File: src/hw/rtl/sfp_pkg.sv
package sfp_pkg;

  localparam int unsigned ByteW   = 8;
  localparam int unsigned CfgIdxW = 8;
  // Frame sum of four bytes never exceeds 4 * 255.
  localparam int unsigned SumW    = ByteW + 2;

  // Configuration register indexes.
  localparam logic [CfgIdxW-1:0] CfgIdxStartMarker = CfgIdxW'(0);
  localparam logic [CfgIdxW-1:0] CfgIdxEndMarker   = CfgIdxW'(1);

  // Register reset values.
  localparam logic [ByteW-1:0] StartMarkerRst = 8'hFF;
  localparam logic [ByteW-1:0] EndMarkerRst   = 8'hFE;

  typedef struct packed {
    logic [ByteW-1:0] start_marker;
    logic [ByteW-1:0] end_marker;
  } cfg_t;

  typedef struct packed {
    logic             valid;
    logic [ByteW-1:0] frame_id;
    logic [ByteW-1:0] frame_message;
  } res_t;

  typedef struct packed {
    logic in_valid;  // input register holds a byte
    logic at_check;  // parser waits for the low checksum byte
  } stat_t;

endpackage

File: src/hw/rtl/sfp_if.sv
interface sfp_rx_if;
  logic                     valid;
  logic                     ready;
  logic [sfp_pkg::ByteW-1:0] rx_byte;

  modport source (output valid, output rx_byte, input ready);
  modport sink   (input valid, input rx_byte, output ready);
endinterface

interface sfp_frame_if;
  logic                     valid;
  logic                     ready;
  logic [sfp_pkg::ByteW-1:0] frame_id;
  logic [sfp_pkg::ByteW-1:0] frame_message;

  modport source (output valid, output frame_id, output frame_message, input ready);
  modport sink   (input valid, input frame_id, input frame_message, output ready);
endinterface

interface sfp_cfg_if;
  logic                       valid;
  logic                       ready;
  logic [sfp_pkg::CfgIdxW-1:0] index;
  logic [sfp_pkg::ByteW-1:0]   data;

  modport source (output valid, output index, output data, input ready);
  modport sink   (input valid, input index, input data, output ready);
endinterface

File: src/hw/rtl/sfp_cfg_regs.sv
module sfp_cfg_regs (
  input  logic          clk_i,
  input  logic          rst_ni,
  sfp_cfg_if.sink       cfg_i,
  output sfp_pkg::cfg_t cfg_o
);
  import sfp_pkg::*;

  logic [ByteW-1:0] start_marker_q;
  logic [ByteW-1:0] end_marker_q;

  assign cfg_i.ready = 1'b1;

  // Ignore writes to indexes past the register list.
  always_ff @(posedge clk_i or negedge rst_ni) begin
    if (!rst_ni) begin
      start_marker_q <= StartMarkerRst;
      end_marker_q   <= EndMarkerRst;
    end else if (cfg_i.valid) begin
      if (cfg_i.index == CfgIdxStartMarker) begin
        start_marker_q <= cfg_i.data;
      end
      if (cfg_i.index == CfgIdxEndMarker) begin
        end_marker_q <= cfg_i.data;
      end
    end
  end

  assign cfg_o.start_marker = start_marker_q;
  assign cfg_o.end_marker   = end_marker_q;

endmodule

File: src/hw/rtl/sfp_parser.sv
module sfp_parser (
  input  logic           clk_i,
  input  logic           rst_ni,
  sfp_rx_if.sink         rx_i,
  input  sfp_pkg::cfg_t  cfg_i,
  input  logic           out_room_i,
  output sfp_pkg::res_t  res_o,
  output sfp_pkg::stat_t stat_o
);
  import sfp_pkg::*;

  localparam logic [2:0] PhHunt  = 3'd0;
  localparam logic [2:0] PhStart = 3'd1;
  localparam logic [2:0] PhId    = 3'd2;
  localparam logic [2:0] PhMsg   = 3'd3;
  localparam logic [2:0] PhEnd   = 3'd4;
  localparam logic [2:0] PhSumHi = 3'd5;

  logic             in_valid_q;
  logic [ByteW-1:0] in_byte_q;
  logic [2:0]       phase_q, phase_d;
  logic [ByteW-1:0] id_q, id_d;
  logic [ByteW-1:0] msg_q, msg_d;
  logic [ByteW-1:0] sum_hi_q, sum_hi_d;
  logic             advance;
  logic             sum_ok;
  logic             emit;
  logic [SumW-1:0]  frame_sum;

  assign advance     = in_valid_q && out_room_i;
  assign rx_i.ready  = !in_valid_q || out_room_i;

  always_ff @(posedge clk_i or negedge rst_ni) begin
    if (!rst_ni) begin
      in_valid_q <= 1'b0;
    end else if (rx_i.ready) begin
      in_valid_q <= rx_i.valid;
    end
  end

  always_ff @(posedge clk_i) begin
    if (rx_i.ready && rx_i.valid) begin
      in_byte_q <= rx_i.rx_byte;
    end
  end

  assign frame_sum = SumW'(cfg_i.start_marker) + SumW'(id_q)
                   + SumW'(msg_q) + SumW'(cfg_i.end_marker);
  assign sum_ok = ({sum_hi_q, in_byte_q} == (2*ByteW)'(frame_sum));

  always_comb begin
    phase_d  = phase_q;
    id_d     = id_q;
    msg_d    = msg_q;
    sum_hi_d = sum_hi_q;
    emit     = 1'b0;
    case (phase_q)
      PhHunt: begin
        if (in_byte_q == cfg_i.start_marker) phase_d = PhStart;
      end
      PhStart: begin
        id_d    = in_byte_q;
        phase_d = PhId;
      end
      PhId: begin
        msg_d   = in_byte_q;
        phase_d = PhMsg;
      end
      PhMsg: begin
        phase_d = (in_byte_q == cfg_i.end_marker) ? PhEnd : PhHunt;
      end
      PhEnd: begin
        sum_hi_d = in_byte_q;
        phase_d  = PhSumHi;
      end
      PhSumHi: begin
        phase_d = PhHunt;
        emit    = sum_ok;
      end
      default: begin
        // Unused codes act as hunting.
        phase_d = (in_byte_q == cfg_i.start_marker) ? PhStart : PhHunt;
      end
    endcase
  end

  always_ff @(posedge clk_i or negedge rst_ni) begin
    if (!rst_ni) begin
      phase_q  <= PhHunt;
      id_q     <= '0;
      msg_q    <= '0;
      sum_hi_q <= '0;
    end else if (advance) begin
      phase_q  <= phase_d;
      id_q     <= id_d;
      msg_q    <= msg_d;
      sum_hi_q <= sum_hi_d;
    end
  end

  assign res_o.valid         = advance && emit;
  assign res_o.frame_id      = id_q;
  assign res_o.frame_message = msg_q;

  assign stat_o.in_valid = in_valid_q;
  assign stat_o.at_check = (phase_q == PhSumHi);

endmodule

File: src/hw/rtl/sfp_out_reg.sv
module sfp_out_reg (
  input  logic          clk_i,
  input  logic          rst_ni,
  input  sfp_pkg::res_t res_i,
  output logic          out_room_o,
  sfp_frame_if.source   frame_o
);
  import sfp_pkg::*;

  logic             valid_q;
  logic [ByteW-1:0] id_q;
  logic [ByteW-1:0] msg_q;

  // Room when empty or when the held result leaves this cycle.
  assign out_room_o = !valid_q || frame_o.ready;

  always_ff @(posedge clk_i or negedge rst_ni) begin
    if (!rst_ni) begin
      valid_q <= 1'b0;
    end else if (out_room_o) begin
      valid_q <= res_i.valid;
    end
  end

  always_ff @(posedge clk_i) begin
    if (out_room_o && res_i.valid) begin
      id_q  <= res_i.frame_id;
      msg_q <= res_i.frame_message;
    end
  end

  assign frame_o.valid         = valid_q;
  assign frame_o.frame_id      = id_q;
  assign frame_o.frame_message = msg_q;

endmodule

File: src/hw/rtl/serial_frame_parser_sum_check_core.sv
// Channel   Dir  Payload                          Transfer
// rx_i      in   rx_byte[7:0]                     valid & ready
// frame_o   out  frame_id[7:0], frame_message[7:0] valid & ready
// cfg_i     in   index[7:0], data[7:0]            valid & ready (ready tied high)
//
// One byte per cycle while the result register has room: a byte lands in
// the input register, the parser decides the next phase and any result
// from it combinationally, the result register holds it. Result valid
// rises when the result of the low checksum byte enters the result register.
// Reset clears phase, held bytes and markers (start 0xFF, end 0xFE).
// A result waiting in the result register holds the parser; the input takes
// one more byte into the input register, then stalls until the result leaves.
module serial_frame_parser_sum_check_core (
  input  logic        clk_i,
  input  logic        rst_ni,
  sfp_rx_if.sink      rx_i,
  sfp_frame_if.source frame_o,
  sfp_cfg_if.sink     cfg_i
);
  import sfp_pkg::*;

  cfg_t  cfg;
  res_t  res;
  stat_t stat;
  logic  out_room;

  // Marker registers.
  sfp_cfg_regs u_cfg_regs (
    .clk_i  (clk_i),
    .rst_ni (rst_ni),
    .cfg_i  (cfg_i),
    .cfg_o  (cfg)
  );

  // Input register and frame phase tracking; checks the sum on the last byte.
  sfp_parser u_parser (
    .clk_i      (clk_i),
    .rst_ni     (rst_ni),
    .rx_i       (rx_i),
    .cfg_i      (cfg),
    .out_room_i (out_room),
    .res_o      (res),
    .stat_o     (stat)
  );

  // Result register; advance the parser only when it has room.
  sfp_out_reg u_out_reg (
    .clk_i      (clk_i),
    .rst_ni     (rst_ni),
    .res_i      (res),
    .out_room_o (out_room),
    .frame_o    (frame_o)
  );

  // A result comes only from a held byte at the checksum phase.
  a_res_at_check: assert property (@(posedge clk_i) disable iff (!rst_ni)
    res.valid |-> (stat.in_valid && stat.at_check))
    else $error("result raised outside the checksum phase");

  // A held byte is never dropped while the result register is blocked.
  a_hold_on_stall: assert property (@(posedge clk_i) disable iff (!rst_ni)
    (stat.in_valid && !out_room) |=> stat.in_valid)
    else $error("input byte lost during output stall");

  // A pending result is never overwritten.
  a_no_overwrite: assert property (@(posedge clk_i) disable iff (!rst_ni)
    (frame_o.valid && !frame_o.ready) |=> (frame_o.valid &&
      $stable(frame_o.frame_id) && $stable(frame_o.frame_message)))
    else $error("pending result overwritten");

endmodule

File: src/flat_wrapper.sv
// flat-port wrapper written by rule: the top's interface ports become plain ports
module serial_frame_parser_sum_check_core_flat import sfp_pkg::*;
  (clk_i, rst_ni, rx_i_valid, rx_i_rx_byte, rx_i_ready, frame_o_valid, frame_o_frame_id, frame_o_frame_message, frame_o_ready, cfg_i_valid, cfg_i_index, cfg_i_data, cfg_i_ready);
  sfp_rx_if rx_i_i ();
  sfp_frame_if frame_o_i ();
  sfp_cfg_if cfg_i_i ();
  input  logic clk_i;
  input  logic rst_ni;
  input wire logic [$bits(rx_i_i.valid)-1:0] rx_i_valid;
  input wire logic [$bits(rx_i_i.rx_byte)-1:0] rx_i_rx_byte;
  output wire logic [$bits(rx_i_i.ready)-1:0] rx_i_ready;
  output wire logic [$bits(frame_o_i.valid)-1:0] frame_o_valid;
  output wire logic [$bits(frame_o_i.frame_id)-1:0] frame_o_frame_id;
  output wire logic [$bits(frame_o_i.frame_message)-1:0] frame_o_frame_message;
  input wire logic [$bits(frame_o_i.ready)-1:0] frame_o_ready;
  input wire logic [$bits(cfg_i_i.valid)-1:0] cfg_i_valid;
  input wire logic [$bits(cfg_i_i.index)-1:0] cfg_i_index;
  input wire logic [$bits(cfg_i_i.data)-1:0] cfg_i_data;
  output wire logic [$bits(cfg_i_i.ready)-1:0] cfg_i_ready;
  assign rx_i_i.valid = rx_i_valid;
  assign rx_i_i.rx_byte = rx_i_rx_byte;
  assign rx_i_ready = rx_i_i.ready;
  assign frame_o_valid = frame_o_i.valid;
  assign frame_o_frame_id = frame_o_i.frame_id;
  assign frame_o_frame_message = frame_o_i.frame_message;
  assign frame_o_i.ready = frame_o_ready;
  assign cfg_i_i.valid = cfg_i_valid;
  assign cfg_i_i.index = cfg_i_index;
  assign cfg_i_i.data = cfg_i_data;
  assign cfg_i_ready = cfg_i_i.ready;
  serial_frame_parser_sum_check_core u_core (.clk_i(clk_i), .rst_ni(rst_ni), .rx_i(rx_i_i), .frame_o(frame_o_i), .cfg_i(cfg_i_i));
endmodule
File: config.mk
export PLATFORM = sky130hd
export DESIGN_NAME = serial_frame_parser_sum_check_core_flat
export DESIGN_NICKNAME = d
export VERILOG_FILES = /design/src/hw/rtl/sfp_pkg.sv /design/src/hw/rtl/sfp_if.sv /design/src/hw/rtl/sfp_cfg_regs.sv /design/src/hw/rtl/sfp_parser.sv /design/src/hw/rtl/sfp_out_reg.sv /design/src/hw/rtl/serial_frame_parser_sum_check_core.sv /design/src/flat_wrapper.sv
export SDC_FILE = /design/constraint.sdc
export NUM_CORES = 1
export LEC_CHECK = 0
export BUFFER_PORTS_ARGS = -buffer_cell sky130_fd_sc_hd__buf_2
export CORE_MARGIN = 2
export CORE_UTILIZATION = 55
export CTS_CLUSTER_SIZE = 30
export DETAILED_ROUTE_END_ITERATION = 10
export GPL_ROUTABILITY_DRIVEN = 0
export PLACE_DENSITY = 0.77
export SYNTH_ARGS = -nofsm -noshare
export SYNTH_HDL_FRONTEND = slang
export SYNTH_SLANG_ARGS = --single-unit
File: constraint.sdc
create_clock -name clk_i -period 6.2 [get_ports clk_i]
set_input_delay 1.24 -clock clk_i [delete_from_list [all_inputs] [get_ports clk_i]]
set_output_delay 1.24 -clock clk_i [all_outputs]
set_load 0.02 [all_outputs]
== Word level (Yosys, flattened, before mapping) ==
Index checks and enable logic that the tools add are counted.
Storage, ports and cells
  output and inout port bits: 19
  register bits: 69
  input bits: 29
Operators by class
  equal/unequal tests: 10
  reduce and logical (&&, ||, !) cells: 16
  add/subtract/negate cells: 3
  muxes and demuxes: 5
Operators by type and width (count)
  $pmux 3 s6: 1
  $eq 16x10->1: 1
  $eq 8x8->1: 2
  $reduce_and 2->1: 6
  $add 10x8->10: 1
  $add 9x8->10: 1
  $add 8x8->9: 1
  $eq 8x1->1 const B: 1
  $logic_not 8->1: 1
  $eq 3x2->1 const B: 2
  $eq 3x3->1 const B: 2
  $mux 3: 2
  $logic_and 1x1->1: 4
  $eq 3x1->1 const B: 1
  $logic_not 3->1: 1
  $logic_not 1->1: 2
  $logic_or 1x1->1: 2
  $mux 1: 2
  $ne 2x2->1 const B: 1

== Logic depth before layout (Yosys ltp) ==
  depth after elaboration: 7
  gate-level depth with buffers: 11
  gate-level depth less buffers: 11

== Modules after synthesis ==
A second synthesis with hierarchy kept.
Second synthesis, totals
  cells, all modules: 256
  area total of the unflattened synthesis: 3633.5 um^2
Modules (own cells, without submodules)
  sfp_parser: area an instance 2409.8 um^2, cells an instance 196, instances 1
  sfp_cfg_regs: area an instance 689.4 um^2, cells an instance 40, instances 1
  sfp_out_reg: area an instance 534.3 um^2, cells an instance 20, instances 1

== Worst setup path before layout ==
Ideal clock, no wire load.
  path type: register to register
  start point: register u_core.u_parser.msg_q[1]
  end point: register u_core.u_out_reg.id_q[0] (netlist: u_core.u_out_reg.frame_o.frame_id[0]), enable pin
  data required time: 5791 ps
  library setup time: 409 ps
  buffers on the path: 0
  stages on the path, launching flop included: 12
  clock period less this slack: 4481 ps
  slack: 1719 ps
  arrival: 4071 ps
  cells stage by stage: dfrtp_1 > fa_1 > inv_1 > fa_1 > inv_1 > ha_1 > fa_1 > a21o_1 > a221oi_1 > xnor2_1 > o21ai_0 > nor3_1
On the way
  word-level cells in the longest chain between the ends: 6
Ends and longest elaborated chain
  start: declaration: RTL line sfp_parser.sv:23  | logic [ByteW-1:0] msg_q, msg_d;
  start signal: assignment: RTL line sfp_parser.sv:96  | msg_q <= msg_d;
  $add 9x8->10: RTL line sfp_parser.sv:48  | + SumW'(msg_q) + SumW'(cfg_i.end_marker);
  $add 10x8->10: RTL line sfp_parser.sv:48
  $eq 16x10->1: RTL line sfp_parser.sv:49  | assign sum_ok = ({sum_hi_q, in_byte_q} == (2*ByteW)'(frame_sum));
  $mux 1: RTL line sfp_parser.sv:57  | case (phase_q)
  $logic_and 1x1->1: RTL line sfp_parser.sv:101  | assign res_o.valid = advance && emit;
  $logic_and 1x1->1: RTL line sfp_out_reg.sv:26  | if (out_room_o && res_i.valid) begin
  end signal: assignment: RTL line sfp_out_reg.sv:27  | id_q <= res_i.frame_id;
  end: declaration: RTL line sfp_out_reg.sv:11  | logic [ByteW-1:0] id_q;
No other way between the ends.
A chain may end at the register's enable or synchronous reset.

== Worst setup path in the final report ==
  start point: register u_core.u_parser.msg_q[1]
  end point: register u_core.u_out_reg.msg_q[0] (netlist: u_core.u_out_reg.frame_o.frame_message[0]), enable pin
On the way
  word-level cells in the longest chain between the ends: 6
Ends and longest elaborated chain
  $add 9x8->10: RTL line sfp_parser.sv:48
  $add 10x8->10: RTL line sfp_parser.sv:48
  $eq 16x10->1: RTL line sfp_parser.sv:49
  $mux 1: RTL line sfp_parser.sv:57
  $logic_and 1x1->1: RTL line sfp_parser.sv:101
  $logic_and 1x1->1: RTL line sfp_out_reg.sv:26
  end signal: assignment: RTL line sfp_out_reg.sv:28  | msg_q <= res_i.frame_message;
  end: declaration: RTL line sfp_out_reg.sv:12  | logic [ByteW-1:0] msg_q;
No other way between the ends.

==> summary.md <==
| Metric | Value |
|---|---|
| Run status | `finished clean` |
| Placed cells | `365` |
| Total of flip-flops plus latches after synthesis | `between 60 and 70` |
| Required time of the critical path | `between 6 and 7 ns` |
| Peak Freq | `around 0.26 GHz` |
| Most common cell on crit path | `sky130_fd_sc_hd__fa_1` |
| Max H-tree Level | `3` |
| Data arrival time of the critical path | `approximately 3.9 ns` |
| Switching power share of the total | `36.2%` |
| Number of DRC markers after the initial detailed-route iteration | `just over 100` |
| Detailed-route wire length | `around 6.8 mm` |
| Proportion of power drawn by combinational gates | `a little over two fifths` |
| Maximum ir drop on the vdd rail | `0.283 mV` |
| HPWL after detailed placement | `just under 5 mm` |
| Worst-skew pair later-pin latency | `about 0.35 ns` |
| Maximum fanout along the worst path | `16` |
| Period Utilization, post-route | `61.8%` |
| Width of the die | `roughly 85 um` |
| Maximum number of buffers from clock root to sink | `2` |
| Setup-violating endpoint count in the final report | `0` |
| Maximum Capacitance Violations | `0` |
| Internal Pwr Total | `1.25 mW` |
| Antenna violations before repair | `0` |
| Number of standard-cell rows in the floorplan | `29` |
| Least-Margin Pin Slew | `between 0.9 and 1 ns` |
| Share of layout cells above drive strength 1 | `about two fifths` |
| Hold Path Class | `register to register` |
| Slowest cell delay on critical path | `approximately 0.55 ns` |
| Clock share of power | `22.8%` |
| Unrepaired setup endpoints after global routing | `no` |
| Routed Antenna Nets | `0` |
| Proportion of register bits with asynchronous set or reset after synthesis | `about 65%` |
| Most common library cell in the layout ignoring fill and taps | `sky130_fd_sc_hd__buf_2` |
| Total power after layout | `about 2.0 mW` |
| Vias in the first global route | `roughly 2,200` |
| Min Clock Period, post-route | `around 3.8 ns` |
| Cells after Synth | `257` |
| Detailed-route wire length per cell | `17.8 um` |
| First drt pass iteration count | `4` |
| Number of nets in the synthesized netlist | `just over 300` |
| Clock transition time at the flip-flop clock pins of the worst setup and hold paths | `around 0.08 ns` |
| Most frequent cells in the layout | `sky130_fd_sc_hd__buf_2 (46), sky130_fd_sc_hd__mux2_2 (33), sky130_fd_sc_hd__dfrtp_1 (30), sky130_fd_sc_hd__edfxtp_1 (24), sky130_fd_sc_hd__xnor2_1 (21)` |
| Total Die Area | `a little over 0.007 sq mm` |
| Post-CTS setup buffer count | `0` |
| Root Driver | `sky130_fd_sc_hd__clkbuf_8` |
| Layout overhead on the synthesized area | `14.3%` |
| Largest net degree at the start of global routing | `46` |
| Final setup TNS | `0 ns` |
| Crit Path Category | `register to register` |
| CTS-repair resized insts | `0` |
| Wire length of the first global-routing pass | `~11 mm` |
| IO Port Bufs | `46` |
| Max stage delay cell, worst path | `sky130_fd_sc_hd__fa_1` |
| Count of cell types in the netlist | `40` |
| Antenna Cells | `0` |
| Net count, final | `between 300 and 400` |
| Pwr dens | `around 480 mW/mm^2` |
| Number of clock buffers inserted by TritonCTS | `9` |
| Filler-free cell count of the finished design | `about 380` |
| Std-Cell Core Area | `around 0.0063 sq mm` |
| Total DRC errors in the routed layout | `0` |
| Vias per std cell | `5.62` |
| Setup crit end kind | `register` |
| Final setup skew | `about 0.010 ns` |
| Clock tree from TritonCTS | `yes` |
| Starting density of the core | `between 50% and 60%` |
| Residual overflow from global routing | `0` |
| YS warnings | `0` |
| Total clock sinks | `about 70` |
| Power dissipated by switching net loads | `0.706 mW` |
| Ports placed on the boundary | `48` |
| Proportion of power drawn by flip-flops and latches | `33.4%` |
| Sort of element at the start of the critical path | `register` |
| Floorplan die height | `~85 um` |
| Static Leakage | `1.75 nW` |
| Portion of the post-synthesis area used by sequential elements | `between 50% and 60%` |
| Relative max-transition margin | `33.9%` |
| Via count | `2,142` |
| Number of hold-repair buffers added at the cts stage | `0` |
| Chain of cells forming the critical path | `fa_1 -> inv_1 -> fa_1 -> inv_1 -> ha_1 -> fa_1 -> a21o_1 -> a221oi_1 -> xnor2_1 -> o21ai_0 -> nor3_2 -> buf_4` |
| Post-synthesis instance area | `0.00358 sq mm` |
| Avg Cell Area, Syn | `roughly 14 sq um` |
| Most used flip-flop cell after synthesis | `sky130_fd_sc_hd__dfrtp_1` |
| Number of enable flip-flop cells after synthesis | `24` |
| Slew Limit Fails | `0` |
| Overall routing resource usage | `20.7%` |
| Final hold violation count | `0` |
==> kinds of logic (layout without fill, tap and decap cells) <==
| kind of cell | Yosys count | in the layout | synth area share [%] |
|---|---|---|---|
| other | 1 | 1 | 0.105 |
| multiplexers | 41 | 41 | 13.7 |
| AO/OA/AOI/OAI | 27 | 27 | 4.58 |
| adder cells (fa/ha/maj) | 25 | 25 | 12.1 |
| XOR/XNOR | 29 | 29 | 7.10 |
| AND/OR/NAND/NOR | 44 | 44 | 7.70 |
| buffers and inverters | 21 | 68 | 2.52 |
| flip-flops | 69 | 69 | 52.2 |
==> critical path, delay by kind of cell, from the launching register on <==
kind | cells | cell delay, ns
AND/OR/NAND/NOR | 1 | 0.17
adder cells (fa/ha/maj) | 4 | 1.73
AO/OA/AOI/OAI | 3 | 0.67
flip-flops | 1 | 0.41
XOR/XNOR | 1 | 0.16
buffers and inverters | 3 | 0.38
==> registers in the layout, summed over array words and instances (netlist names) <==
register / count
u_core.u_out_reg.frame_o.frame_message: 8
u_core.u_parser.msg_q: 8
u_core.u_parser.id_q: 8
u_core.u_cfg_regs.start_marker_q: 8
u_core.u_parser.sum_hi_q: 8
u_core.u_cfg_regs.end_marker_q: 8
u_core.u_out_reg.frame_o.valid: 1
u_core.u_parser.in_byte_q: 8
u_core.u_out_reg.frame_o.frame_id: 8
u_core.u_parser.in_valid_q: 1
u_core.u_parser.phase_q: 3
==> through the flow <==
step	worst slack [ns]	cell area [sq um]	util [%]	hold WS, ns
final	2.37	4090	64.8	0.512
after global routing	2.14	4090	64.8	0.533
after CTS	2.35	4090	64.8	0.508
after detailed placement	2.37	3840	60.9	0.493
after global placement	2.48	3840	60.9	0.486
after floorplan	1.72	3580	-	0.475
==> path summary, 6_finish.rpt <==
check                                                startpoint                                                   to  slack [ns]  cells after the start
max                        u_core.u_parser.msg_q[1]$_DFFE_PN0P_  u_core.u_out_reg.frame_o.frame_message[0]$_DFFE_PP_        2.37                     12
min                        u_core.u_parser.msg_q[4]$_DFFE_PN0P_  u_core.u_out_reg.frame_o.frame_message[4]$_DFFE_PP_        0.51                      0
max reg2reg                u_core.u_parser.msg_q[1]$_DFFE_PN0P_  u_core.u_out_reg.frame_o.frame_message[0]$_DFFE_PP_        2.37                     12
min reg2reg                u_core.u_parser.msg_q[4]$_DFFE_PN0P_  u_core.u_out_reg.frame_o.frame_message[4]$_DFFE_PP_        0.51                      0
max in group asynchronous                                rst_ni        u_core.u_cfg_regs.end_marker_q[0]$_DFFE_PN0P_        4.52                      1
min in group asynchronous                                rst_ni                  u_core.u_parser.id_q[7]$_DFFE_PN0P_        1.05                      1
==> synth_stat cells (2+ instances only) <==
| cell | n | share of area [%] |
|---|---|---|
| sky130_fd_sc_hd__o21ai_0 | 6 | 0.84 |
| sky130_fd_sc_hd__nand2_1 | 4 | 0.42 |
| sky130_fd_sc_hd__nand2b_1 | 5 | 0.87 |
| sky130_fd_sc_hd__nand3_1 | 6 | 0.84 |
| sky130_fd_sc_hd__ha_1 | 9 | 3.1 |
| sky130_fd_sc_hd__nor2_1 | 2 | 0.21 |
| sky130_fd_sc_hd__or3_1 | 3 | 0.52 |
| sky130_fd_sc_hd__dfstp_2 | 15 | 11 |
| sky130_fd_sc_hd__nor3_1 | 2 | 0.28 |
| sky130_fd_sc_hd__fa_1 | 16 | 9.0 |
| sky130_fd_sc_hd__and3_1 | 2 | 0.35 |
| sky130_fd_sc_hd__clkbuf_1 | 14 | 1.5 |
| sky130_fd_sc_hd__dfrtp_1 | 30 | 21 |
| sky130_fd_sc_hd__edfxtp_1 | 24 | 20 |
| sky130_fd_sc_hd__mux2_2 | 33 | 10 |
| sky130_fd_sc_hd__xnor2_1 | 21 | 5.1 |
| sky130_fd_sc_hd__nor4_1 | 3 | 0.52 |
| sky130_fd_sc_hd__mux2_4 | 8 | 3.4 |
| sky130_fd_sc_hd__and2_1 | 3 | 0.52 |
| sky130_fd_sc_hd__inv_1 | 5 | 0.52 |
| sky130_fd_sc_hd__nand4_1 | 8 | 1.4 |
| sky130_fd_sc_hd__a21oi_1 | 11 | 1.5 |
| sky130_fd_sc_hd__xor2_1 | 8 | 2.0 |
| sky130_fd_sc_hd__a21o_1 | 3 | 0.63 |
==> power by group through the flow <==
stage | Combinational [mW] | Sequential [mW] | Clock (mW)
global route | 0.971 | 0.667 | 0.471
finish | 0.855 | 0.651 | 0.445
floorplan | 0.709 | 0.628 | 0
global placement | 0.838 | 0.654 | 0
detailed placement | 0.855 | 0.659 | 0
CTS | 0.862 | 0.651 | 0.455
==> layer usage <==
metal  wire, um  track usage, %  vias up  share of wire, %
li1           -               -      997                 -
met4        179            9.38        0               2.6
met1       2930            26.9     1064                43
met3        349            5.31       16               5.1
met5          0               0        -                 0
met2       3330            32.9       65                49
==> cell type report <==
cell class | instances | area [sq um]
clock buffer | 9 | 124
inverter | 5 | 18.8
clock inverter | 7 | 120
multi-input combinational | 167 | 1630
sequential | 69 | 1870
fill | 485 | 2220
tap | 77 | 96.3
timing repair buffer | 47 | 238
Note: power is estimated with default switching activity, not from simulation.
